===== config.mk =====
export PLATFORM = sky130hd
export DESIGN_NAME = round_robin_task_scheduler_unit
export DESIGN_NICKNAME = d
export VERILOG_FILES = /design/src/rtl/rrts_pkg.sv /design/src/rtl/rrts_ctrl.sv /design/src/rtl/rrts_datapath.sv /design/src/rtl/round_robin_task_scheduler_unit.sv
export SDC_FILE = /design/constraint.sdc
export NUM_CORES = 1
export LEC_CHECK = 0
export CAP_MARGIN = 20
export CELL_PAD_IN_SITES_DETAIL_PLACEMENT = 0
export CELL_PAD_IN_SITES_GLOBAL_PLACEMENT = 1
export CORE_MARGIN = 2
export CORE_UTILIZATION = 38
export DETAILED_ROUTE_END_ITERATION = 8
export DONT_BUFFER_PORTS = 1
export GPL_ROUTABILITY_DRIVEN = 0
export GPL_TIMING_DRIVEN = 0
export PLACE_DENSITY_LB_ADDON = 0.1
export SKIP_CTS_REPAIR_TIMING = 1
export SLEW_MARGIN = 10
export SYNTH_ARGS = -nofsm -noshare
export SYNTH_HDL_FRONTEND = slang
export SYNTH_SLANG_ARGS = --single-unit
export TNS_END_PERCENT = 10

===== constraint.sdc =====
create_clock -name clock -period 6.7 [get_ports clock]
set_input_delay 0.67 -clock clock [delete_from_list [all_inputs] [get_ports clock]]
set_output_delay 0.67 -clock clock [all_outputs]
set_load 0.05 [all_outputs]

===== src/rtl/rrts_pkg.sv =====
package rrts_pkg;

   localparam int NUM_TASKS           = 16;
   localparam int SLOT_W              = $clog2(NUM_TASKS);
   localparam int MIN_TASKS_TO_SWITCH = 2;
   localparam int COUNT_W             = 5;
   localparam int COUNT_MAX           = 31;
   localparam int TASK_INDEX_W        = 4;
   localparam int IDX_EXT_W           = (SLOT_W > TASK_INDEX_W) ? SLOT_W : TASK_INDEX_W;

   typedef enum logic [2:0] {
      OP_TICK    = 3'd0,
      OP_CREATE  = 3'd1,
      OP_BLOCK   = 3'd2,
      OP_UNBLOCK = 3'd3,
      OP_EXIT    = 3'd4,
      OP_START   = 3'd5
   } op_type;

   typedef enum logic [2:0] {
      ST_UNUSED  = 3'd0,
      ST_READY   = 3'd1,
      ST_RUNNING = 3'd2,
      ST_BLOCKED = 3'd3,
      ST_DEAD    = 3'd4
   } slot_state_type;

   typedef struct packed {
      logic load;
      logic commit;
   } sched_cmd_type;

   typedef struct packed {
      logic              found;
      logic [SLOT_W-1:0] idx;
   } pick_type;

   // Lowest set bit, isolated and then encoded.
   function automatic logic [SLOT_W-1:0] first_set(input logic [NUM_TASKS-1:0] v);
      logic [NUM_TASKS-1:0] low;
      logic [SLOT_W-1:0]    idx;
      low = v & (~v + NUM_TASKS'(1));
      idx = '0;
      for (int i = 0; i < NUM_TASKS; i++) begin
         if (low[i]) begin
            idx = idx | SLOT_W'(i);
         end
      end
      return idx;
   endfunction

   // Round-robin pick: first candidate at or above the start position, else wrap.
   function automatic pick_type rr_pick(input logic [NUM_TASKS-1:0] v,
                                        input logic [NUM_TASKS-1:0] hi);
      pick_type p;
      p.found = |v;
      if (|(v & hi)) begin
         p.idx = first_set(v & hi);
      end else begin
         p.idx = first_set(v);
      end
      return p;
   endfunction

endpackage


===== src/rtl/rrts_ctrl.sv =====
module rrts_ctrl (
   input  logic                   clock,
   input  logic                   reset,
   input  logic                   req_valid,
   output logic                   req_stall,
   output logic                   rsp_valid,
   input  logic                   rsp_stall,
   output rrts_pkg::sched_cmd_type cmd
);
   import rrts_pkg::*;

   typedef enum logic [1:0] {
      S_IDLE = 2'b01,
      S_EXEC = 2'b10
   } ctrl_state_type;

   ctrl_state_type state_ff, state_in;
   logic           rsp_valid_ff, rsp_valid_in;
   logic           out_free;

   assign out_free = !rsp_valid_ff || !rsp_stall;

   always_comb begin
      state_in   = state_ff;
      cmd.load   = 1'b0;
      cmd.commit = 1'b0;
      req_stall  = 1'b1;
      case (state_ff)
         S_IDLE: begin
            req_stall = 1'b0;
            if (req_valid) begin
               cmd.load = 1'b1;
               state_in = S_EXEC;
            end
         end
         S_EXEC: begin
            // The table update and the result load happen together, so a
            // word waits here until the output register can take its result.
            if (out_free) begin
               cmd.commit = 1'b1;
               state_in   = S_IDLE;
            end
         end
         default: begin
            state_in = S_IDLE;
         end
      endcase
   end

   assign rsp_valid_in = cmd.commit || (rsp_valid_ff && rsp_stall);
   assign rsp_valid    = rsp_valid_ff;

   always_ff @(posedge clock) begin
      if (reset) begin
         state_ff     <= S_IDLE;
         rsp_valid_ff <= 1'b0;
      end else begin
         state_ff     <= state_in;
         rsp_valid_ff <= rsp_valid_in;
      end
   end

`ifndef SYNTHESIS
   a_no_overwrite: assert property (@(posedge clock) disable iff (reset)
      cmd.commit |-> !(rsp_valid_ff && rsp_stall))
      else $error("result overwritten while stalled");
   a_accept_exec: assert property (@(posedge clock) disable iff (reset)
      (req_valid && !req_stall) |=> (state_ff == S_EXEC))
      else $error("accepted word did not enter execution");
   a_commit_valid: assert property (@(posedge clock) disable iff (reset)
      cmd.commit |=> rsp_valid_ff)
      else $error("committed result not presented");
   a_load_commit_excl: assert property (@(posedge clock) disable iff (reset)
      !(cmd.load && cmd.commit))
      else $error("load and commit in the same cycle");
`endif

endmodule


===== src/rtl/rrts_datapath.sv =====
module rrts_datapath (
   input  logic                    clock,
   input  logic                    reset,
   input  rrts_pkg::sched_cmd_type cmd,
   input  logic [2:0]              req_operation,
   input  logic                    req_is_idle,
   input  logic [2:0]              req_wait_reason,
   input  logic [15:0]             req_wait_data,
   output logic                    rsp_ok,
   output logic [3:0]              rsp_task_index,
   output logic                    rsp_task_valid,
   output logic                    rsp_switched
);
   import rrts_pkg::*;

   // Captured request word.
   op_type      op_ff;
   logic        is_idle_ff;
   logic [2:0]  reason_req_ff;
   logic [15:0] data_req_ff;

   // Task table and scheduler state.
   slot_state_type     state_ff  [NUM_TASKS];
   slot_state_type     state_in  [NUM_TASKS];
   logic [2:0]         reason_ff [NUM_TASKS];
   logic [2:0]         reason_in [NUM_TASKS];
   logic [15:0]        wdata_ff  [NUM_TASKS];
   logic [15:0]        wdata_in  [NUM_TASKS];
   logic [NUM_TASKS-1:0] idle_ff, idle_in;
   logic [SLOT_W-1:0]  cur_ff, cur_in;
   logic               present_ff, present_in;
   logic [COUNT_W-1:0] count_ff, count_in;
   logic               running_ff, running_in;

   // Result register.
   logic              ok_ff, valid_ff, switched_ff;
   logic [3:0]        index_ff;

   slot_state_type       adj [NUM_TASKS];
   logic [NUM_TASKS-1:0] rdy, rdy_busy, free, ready_now, match, hi;
   logic [SLOT_W-1:0]    start, cand, new_slot;
   logic                 take, ok, created, switched;
   pick_type             pick_n, pick_a;
   logic [IDX_EXT_W-1:0] idx_ext;

   always_comb begin
      state_in   = state_ff;
      reason_in  = reason_ff;
      wdata_in   = wdata_ff;
      idle_in    = idle_ff;
      cur_in     = cur_ff;
      present_in = present_ff;
      count_in   = count_ff;
      running_in = running_ff;
      ok         = 1'b0;
      created    = 1'b0;
      switched   = 1'b0;
      take       = 1'b0;
      cand       = '0;
      new_slot   = first_set(free);

      // Table as a tick sees it once the current task has been retired.
      adj = state_ff;
      if (present_ff) begin
         if (adj[cur_ff] == ST_RUNNING) begin
            adj[cur_ff] = ST_READY;
         end
         if (adj[cur_ff] == ST_DEAD) begin
            adj[cur_ff] = ST_UNUSED;
         end
      end
      if (!present_ff) begin
         start = '0;
      end else if (cur_ff == SLOT_W'(NUM_TASKS - 1)) begin
         start = '0;
      end else begin
         start = cur_ff + SLOT_W'(1);
      end

      for (int i = 0; i < NUM_TASKS; i++) begin
         rdy[i]       = (adj[i] == ST_READY);
         rdy_busy[i]  = rdy[i] && !idle_ff[i];
         free[i]      = (state_ff[i] == ST_UNUSED);
         ready_now[i] = (state_ff[i] == ST_READY);
         match[i]     = (state_ff[i] == ST_BLOCKED) && (reason_ff[i] == reason_req_ff)
                        && (wdata_ff[i] == data_req_ff);
         hi[i]        = (SLOT_W'(i) >= start);
      end
      new_slot = first_set(free);
      pick_n   = rr_pick(rdy_busy, hi);
      pick_a   = rr_pick(rdy, hi);

      case (op_ff)
         OP_TICK: begin
            if (running_ff && (count_ff >= COUNT_W'(MIN_TASKS_TO_SWITCH))) begin
               ok       = 1'b1;
               state_in = adj;
               if (pick_n.found) begin
                  take = 1'b1;
                  cand = pick_n.idx;
               end else if (present_ff && (adj[cur_ff] == ST_READY)) begin
                  // No non-idle task is ready: keep the current task running.
                  state_in[cur_ff] = ST_RUNNING;
               end else if (pick_a.found) begin
                  take = 1'b1;
                  cand = pick_a.idx;
               end
               if (take) begin
                  cur_in         = cand;
                  present_in     = 1'b1;
                  state_in[cand] = ST_RUNNING;
                  switched       = 1'b1;
               end
            end
         end
         OP_CREATE: begin
            if (|free) begin
               state_in[new_slot]  = ST_READY;
               idle_in[new_slot]   = is_idle_ff;
               reason_in[new_slot] = '0;
               if (count_ff != COUNT_W'(COUNT_MAX)) begin
                  count_in = count_ff + COUNT_W'(1);
               end
               created = 1'b1;
               ok      = 1'b1;
            end
         end
         OP_BLOCK: begin
            if (present_ff) begin
               reason_in[cur_ff] = reason_req_ff;
               wdata_in[cur_ff]  = data_req_ff;
               state_in[cur_ff]  = ST_BLOCKED;
               ok                = 1'b1;
            end
         end
         OP_UNBLOCK: begin
            for (int i = 0; i < NUM_TASKS; i++) begin
               if (match[i]) begin
                  state_in[i]  = ST_READY;
                  reason_in[i] = '0;
               end
            end
            ok = |match;
         end
         OP_EXIT: begin
            if (present_ff) begin
               state_in[cur_ff] = ST_DEAD;
               if (count_ff != '0) begin
                  count_in = count_ff - COUNT_W'(1);
               end
               ok = 1'b1;
            end
         end
         OP_START: begin
            if (count_ff != '0) begin
               running_in = 1'b1;
               if (|ready_now) begin
                  cur_in                       = first_set(ready_now);
                  present_in                   = 1'b1;
                  state_in[first_set(ready_now)] = ST_RUNNING;
               end
               ok = 1'b1;
            end
         end
         default: begin
            ok = 1'b0;
         end
      endcase

      if (created) begin
         idx_ext = IDX_EXT_W'(new_slot);
      end else if (present_in) begin
         idx_ext = IDX_EXT_W'(cur_in);
      end else begin
         idx_ext = '0;
      end
   end

   always_ff @(posedge clock) begin
      if (cmd.load) begin
         op_ff         <= op_type'(req_operation);
         is_idle_ff    <= req_is_idle;
         reason_req_ff <= req_wait_reason;
         data_req_ff   <= req_wait_data;
      end
      if (cmd.commit) begin
         ok_ff       <= ok;
         index_ff    <= idx_ext[3:0];
         valid_ff    <= created || present_in;
         switched_ff <= switched;
         wdata_ff    <= wdata_in;
      end
   end

   always_ff @(posedge clock) begin
      if (reset) begin
         for (int i = 0; i < NUM_TASKS; i++) begin
            state_ff[i]  <= ST_UNUSED;
            reason_ff[i] <= '0;
         end
         idle_ff    <= '0;
         cur_ff     <= '0;
         present_ff <= 1'b0;
         count_ff   <= '0;
         running_ff <= 1'b0;
      end else if (cmd.commit) begin
         state_ff   <= state_in;
         reason_ff  <= reason_in;
         idle_ff    <= idle_in;
         cur_ff     <= cur_in;
         present_ff <= present_in;
         count_ff   <= count_in;
         running_ff <= running_in;
      end
   end

   assign rsp_ok         = ok_ff;
   assign rsp_task_index = index_ff;
   assign rsp_task_valid = valid_ff;
   assign rsp_switched   = switched_ff;

endmodule


===== src/rtl/round_robin_task_scheduler_unit.sv =====
// Round-robin task scheduler over a table of task slots. Every request word
// goes through two steps: a capture step, and an execute step in which the
// whole table is evaluated and updated, with the response loaded into an
// output register. The input is stalled during the execute step. It stays
// stalled for as long as the previous response is still held by the receiver,
// because a finished word's response cannot be loaded until the output
// register is free. A new word is taken in the cycle after its predecessor has
// been executed, even while that response still waits to be taken. The task
// pick on a tick is a parallel rotating priority search over all slots done in
// the execute step, so no new word is taken while one is executing.
module round_robin_task_scheduler_unit (
   input  logic        clock,
   input  logic        reset,
   input  logic        req_valid,
   output logic        req_stall,
   input  logic [2:0]  req_operation,
   input  logic        req_is_idle,
   input  logic [2:0]  req_wait_reason,
   input  logic [15:0] req_wait_data,
   output logic        rsp_valid,
   input  logic        rsp_stall,
   output logic        rsp_ok,
   output logic [3:0]  rsp_task_index,
   output logic        rsp_task_valid,
   output logic        rsp_switched
);
   import rrts_pkg::*;

   sched_cmd_type cmd;

   rrts_ctrl u_ctrl (
      .clock     (clock),
      .reset     (reset),
      .req_valid (req_valid),
      .req_stall (req_stall),
      .rsp_valid (rsp_valid),
      .rsp_stall (rsp_stall),
      .cmd       (cmd)
   );

   rrts_datapath u_datapath (
      .clock           (clock),
      .reset           (reset),
      .cmd             (cmd),
      .req_operation   (req_operation),
      .req_is_idle     (req_is_idle),
      .req_wait_reason (req_wait_reason),
      .req_wait_data   (req_wait_data),
      .rsp_ok          (rsp_ok),
      .rsp_task_index  (rsp_task_index),
      .rsp_task_valid  (rsp_task_valid),
      .rsp_switched    (rsp_switched)
   );

endmodule

======== Word level (Yosys, flattened, before mapping) ========
Index checks and enable logic that the tools add are counted.
cells by class
  equality and inequality tests ........... 118
  reductions and logical operators ........ 144
  $add $sub $neg .......................... 9
  $lt $le $gt $ge ......................... 27
  bitwise gates (word level) .............. 43
  mux-type cells .......................... 214
operator list
  cell                                                                      count
  48-bit 2-to-1 mux                                                         17
  48-bit one-hot mux with 6 select lines                                    1
  4-bit 2-to-1 mux                                                          66
  256-bit bitwise mux                                                       1
  16-bit == test                                                            16
  3-bit 2-to-1 mux                                                          66
  32-bit AND                                                                6
  32-bit inverter                                                           6
  16-bit AND                                                                9
  48-bit one-hot mux with 3 select lines                                    1
  9-bit AND reduction                                                       16
  16-bit inverter                                                           7
  16-bit OR reduction                                                       7
  3-bit by 1-bit == test with 1-bit output (second input constant)          34
  16-bit by 1-bit adder with 16-bit output (second input constant)          6
  48-bit AND                                                                2
  48-bit inverter                                                           2
  16-bit bitwise OR                                                         6
  5-bit AND reduction                                                       16
  16-bit demux with 4-bit select                                            1
  3-bit by 2-bit == test with 1-bit output (second input constant)          19
  1-bit logical AND                                                         56
  3-bit logical NOT                                                         17
  2-bit by 1-bit inequality test with 1-bit output (second input constant)  25
  other kinds (45)                                                          152
word-level totals
  register bits after elaboration ......... 412
  output and inout port bits .............. 9
  bits of input ports ..................... 27
  logic and storage cells ................. 618

======== Longest topological paths before layout ========
  word-level depth ........................ 51
  gate-level depth with buffers ........... 24
  gate-level depth less buffers ........... 17

======== By module ========
A second synthesis with hierarchy kept.
second synthesis, totals
  cells, all modules ...................... 2557
  area total of the unflattened synthesis .. 24247.0 µm²
by module, submodules not included
  module         instances  cells each  area an instance (µm²)  seq. area each (µm²)
  rrts_datapath  1          2544        24126.9                 11050.6
  rrts_ctrl      1          13          120.1                   60.1

======== Least setup slack after synthesis ========
No wires, ideal clock.
  kind .................................... register to register
  start point ............................. reg u_datapath.cur_ff[1]
  end point ............................... reg u_datapath.state_ff[11] (netlist name)
  data arrival time ....................... 5.407 ns
  library setup time ...................... 0.116 ns
  period minus slack after synthesis ...... 5.523 ns
  data required time ...................... 6.584 ns
  path buffers ............................ 8
  setup slack ............................. 1.177 ns
  stages on the path, launching flop included .. 24
  cell sequence ........................... dfxtp_1 -> buf_6 -> buf_6 -> buf_2 -> inv_1 -> ha_1 -> clkbuf_1 -> and3_1 -> buf_1 -> a21oi_2 -> o41ai_4 -> o31ai_2 -> buf_6 -> o311ai_4 -> nor2_2 -> or4_1 -> or4_1 -> buf_2 -> a21o_1 -> a32o_2 -> or4_4 -> buf_6 -> o21a_1 -> a41o_1
between the ends
  longest elaborated chain between the ends .. 51
  elaborated cells between the ends (all ways) .. 192
  classes of those cells .................. add/sub: 5; order compare: 20; eq/ne: 20; mux: 100; bitwise: 24; reduce/logical: 23
RTL lines
  element                                                                                                            RTL line              source
  start: declaration                                                                                                 rrts_datapath.sv:30   logic [SLOT_W-1:0] cur_ff, cur_in;
  start signal: assignment                                                                                           rrts_datapath.sv:210  cur_ff <= cur_in;
  4-bit inverter with 5-bit output (implied by the code)                                                             n/a
  5-bit >= comparator (implied by the code) / 5-bit by 1-bit < comparator with 1-bit output (equally long branches)  n/a
  1-bit logical AND (implied by the code)                                                                            n/a
  3-bit 2-to-1 mux (implied by the code)                                                                             n/a
  3-bit demux with 4-bit select                                                                                      n/a
  32-bit inverter (no source line)                                                                                   n/a
  32-bit AND (no source line)                                                                                        n/a
  48-bit 2-to-1 mux                                                                                                  rrts_datapath.sv:65   if (adj[cur_ff] == ST_RUNNING) begin
  (+35 left out)                                                                                                     n/a
  1-bit logical AND (implied by the code)                                                                            rrts_datapath.sv:111  state_in[cand] = ST_RUNNING;
  3-bit 2-to-1 mux (implied by the code)                                                                             rrts_datapath.sv:111
  3-bit demux with 4-bit select                                                                                      rrts_datapath.sv:111
  32-bit inverter (no source line)                                                                                   n/a
  32-bit AND (no source line)                                                                                        n/a
  48-bit 2-to-1 mux                                                                                                  rrts_datapath.sv:108  if (take) begin
  48-bit 2-to-1 mux                                                                                                  rrts_datapath.sv:95   if (running_ff && (count_ff >= COUNT_W'(MIN_TASKS_TO_SWITCH))) begin
  48-bit one-hot mux with 6 select lines *                                                                           rrts_datapath.sv:93   case (op_ff)
  end signal: assignment                                                                                             rrts_datapath.sv:207  state_ff <= state_in;
  end: declaration                                                                                                   rrts_datapath.sv:23   slot_state_type state_ff [NUM_TASKS];
Mark *: on every way between the ends. The rest lies on a longest branch, timed or not. The select of a mux whose other input is x is not followed.
A chain may end at the register's enable or synchronous reset.

======== Worst setup path in the final report ========
  start point ............................. reg u_datapath.cur_ff[0]
  end point ............................... reg u_datapath.state_ff[30] (netlist name)
The elaborated chain is that of the path after synthesis.

==> results.ini <==
[sta]
worst_pin_slew_ns = 1.249
fin_crit_sh = 0.9994
timing.hold.ws_ns = 0.1537
setup-tns-final_ns = 0
fmax_mhz = 149.3
slew_viol_final = 0
finalSetupViolations = 0
fin_skew_ns = 0.02156
hold_viol = 0
finalCriticalPeriod_ns = 6.696
relSlewSlack = 0.1672

[final_layout]
final_util = 0.4298
postLayoutCellArea_um2 = 27600
synthToLayoutAreaGrowth_pct = 12.30
drive_gt1_frac = 0.07525
nNetsFinal = 2756
antenna_cells = 0

[floorplanning]
rows = 93
initial_core_util = 0.3827
die_area_um2 = 66730
fp.dieH_um = 258.3
core-area_um2 = 64230
io_pins = 36
fp.dieW_um = 258.3

[synth]
syn_area_um2 = 24580
yosysTopAreaCell = edfxtp_1
synthCells = 2652
syn-num-nets = 2690
synth_fa_ha_area_frac = 0.005905
async_flop_share = 0
syn_area_per_cell_um2 = 9.268
synth.ff_latch_count = 412
synthTopCellsByArea = edfxtp_1 (35%), dfxtp_1 (10%), xnor2_1 (6.8%), nor2_1 (4.2%), xor2_1 (4.2%)
yosys.area.top_type_share = 0.3494
synth_simple_gate_area_frac = 0.1875
synth_mux_area_frac = 0.01140
synthFlopType = edfxtp_1
synth_top_family_by_area = compound AO/OA/AOI/OAI gates
synth_compound_area_frac = 0.1961
yosysMostFrequentCell = edfxtp_1
ys_seq_area_frac = 0.4520
yosys.cell_types.count = 100
synthXorXnorAreaFrac = 0.1101
yosys-top-cells-count = edfxtp_1 (286), nor2_1 (278), nand2_1 (221)
ys_warn_count = 0
synth_edf_count = 286

[placement]
dp_hpwl_mm = 88.78
place_area_um2 = 25900
port_buffers = 0

[hold_path]
whs_path_depth = 0
hold_path.class = in2reg

[job]
maxCapViolCount = 0

[setup_path]
crit_chain = ha_1, buf_2, nand2_1, a31oi_1, o32ai_1, a311oi_2, o31a_1, a31o_1, nor2_1, or4_1, or4_1, buf_2, o32ai_4, a211oi_1, o41ai_1, o31a_1
crit_cells = 16
cp_max_fo = 10
arrival_ns = 7.25
reg2regPathDepth = 16
crit_buf_inv = 2
rr_startpoint = u_datapath.cur_ff[0]
worst_path_max_delay_cell = o41ai_1
worstSetupStartpointType = register
slowest_delay_ns = 0.73
r2r_end = u_datapath.state_ff[30]
crit_family = compound AO/OA/AOI/OAI gates
critPathLaunch = u_datapath.cur_ff[0]
worstSetupEndpointType = register
cp.required_ns = 7.26
crit_type = reg2reg
ff2ff_setup_slack_ns = 0.004
cp-endpoint = u_datapath.state_ff[30]

[drt]
firstDrtPassIters = 8
dr.first_iter.drc_count = 3151
via_per_inst = 6.486
drc = 0
wl_per_cell_um = 32.81
ant_nets = 0
finalWirelength_mm = 118.3
vias = 23390

[power_and_ir_drop]
power_density_nw_per_um2 = 223.7
peakVddDrop_v = 0.0002357
p_leak_nw = 8.719

[grt]
grt_overflow = 0
grt_pass1_vias = 22630
grt_antenna_before_repair = 1
grt_max_degree = 24
grt_pass1_wl_mm = 167.6
grt_usage = 0.3497

[clock_network]
cts.htree.levels = 2
clock-root-buffer = clkbuf_16
clockBufferDepth = 3
cts.clk_slew.worst_paths_ns = 0.06
cts_tree = yes
numCtsBuffers = 46
clk_latency_ns = 0.61
cts.sinks = 412

[run_status]
run_status = complete, no violations

## kinds of logic after synthesis
family	count (synthesis)
buf+inv	227
xor+xnor	309
compound gates	732
flops	412
fa+ha+maj	11
mux	20
simple gates	941
## cell usage in the layout (no fill, tap or decap), types with 13 or more instances in the layout
cell | Yosys | routed
edfxtp_1 | 286 | 286
nor2_1 | 278 | 262
nand2_1 | 221 | 221
xnor2_1 | 190 | 190
a21oi_1 | 181 | 181
o21ai_0 | 171 | 168
clkbuf_1 | 158 | 149
dfxtp_1 | 126 | 126
xor2_1 | 119 | 119
nand3_1 | 70 | 70
nor3_1 | 66 | 66
nor4_1 | 67 | 66
nand4_1 | 65 | 65
a22oi_1 | 55 | 55
clkbuf_16 | 0 | 47
a31oi_1 | 38 | 37
o211ai_1 | 32 | 32
a211oi_1 | 29 | 29
inv_1 | 30 | 28
o22ai_1 | 29 | 28
nor2b_1 | 27 | 25
and2_1 | 21 | 19
nor2_2 | 2 | 18
or3_1 | 18 | 18
buf_1 | 19 | 17
nand2b_1 | 17 | 17
or4_1 | 17 | 17
buf_2 | 12 | 16
o2111ai_1 | 16 | 16
o21a_1 | 15 | 15
a311oi_1 | 15 | 14
or3b_2 | 13 | 13
nor3b_1 | 13 | 13
o221ai_1 | 13 | 13
clkinv_1 | 2 | 13
## power by group
group | internal, mW | switching [mW] | total [mW]
Sequential | 2.74 | 0.0597 | 2.80
Combinational | 0.215 | 0.558 | 0.773
Clock | 1.49 | 1.11 | 2.60
## flip-flops by register name (all words and copies together), names as in the netlist, 2 cells and up
signal                     cells
u_datapath.cur_ff              4
u_datapath.wdata_ff          256
u_datapath.op_ff               3
u_datapath.reason_req_ff       3
u_datapath.idle_ff            16
u_datapath.rsp_task_index      4
u_ctrl.state_ff                2
u_datapath.data_req_ff        16
u_datapath.state_ff           48
u_datapath.count_ff            5
u_datapath.reason_ff          48
## layout make-up
type | instances | area (um^2)
buffer | 184 | 758.2
clock buffer | 53 | 1209
clock inverter | 28 | 317.8
fill | 6420 | 36630
inverter | 32 | 123.9
multi-input combinational | 2013 | 12750
sequential | 412 | 11110
tap | 855 | 1070
timing repair buffer | 29 | 261.5
## worst min-delay path by stage
stage / slack, ns / from / to
3_3_place_gp: 0.47 / u_ctrl.state_ff[1] / u_ctrl.rsp_valid
3_5_place_dp: 0.49 / u_ctrl.state_ff[1] / u_ctrl.rsp_valid
4_1_cts: 0.13 / req_wait_reason[2] / u_datapath.reason_req_ff[2]
6_report: 0.15 / req_wait_reason[2] / u_datapath.reason_req_ff[2]
5_1_grt: 0.14 / req_wait_reason[2] / u_datapath.reason_req_ff[2]
2_1_floorplan: 0.43 / u_datapath.running_ff / u_datapath.running_ff
## per-layer routing
metal,routed length (um),track usage
met1,45390,0.4334
met2,52090,0.5490
met3,11100,0.07531
met4,9679,0.2351
met5,37,0
## per-stage QoR
| step | setup WS, ns | instances | power (mW) |
|---|---|---|---|
| CTS | -1.321 | 3609 | 6.155 |
| finish | 0.003741 | 3606 | 6.176 |
| floorplan | 1.177 | 2652 | 3.255 |
| global placement | -1.432 | 3507 | 3.570 |
| global route | -0.01357 | 3606 | 6.317 |
| detailed placement | -1.273 | 3528 | 3.580 |
Note: power is estimated with default switching activity, not from simulation.
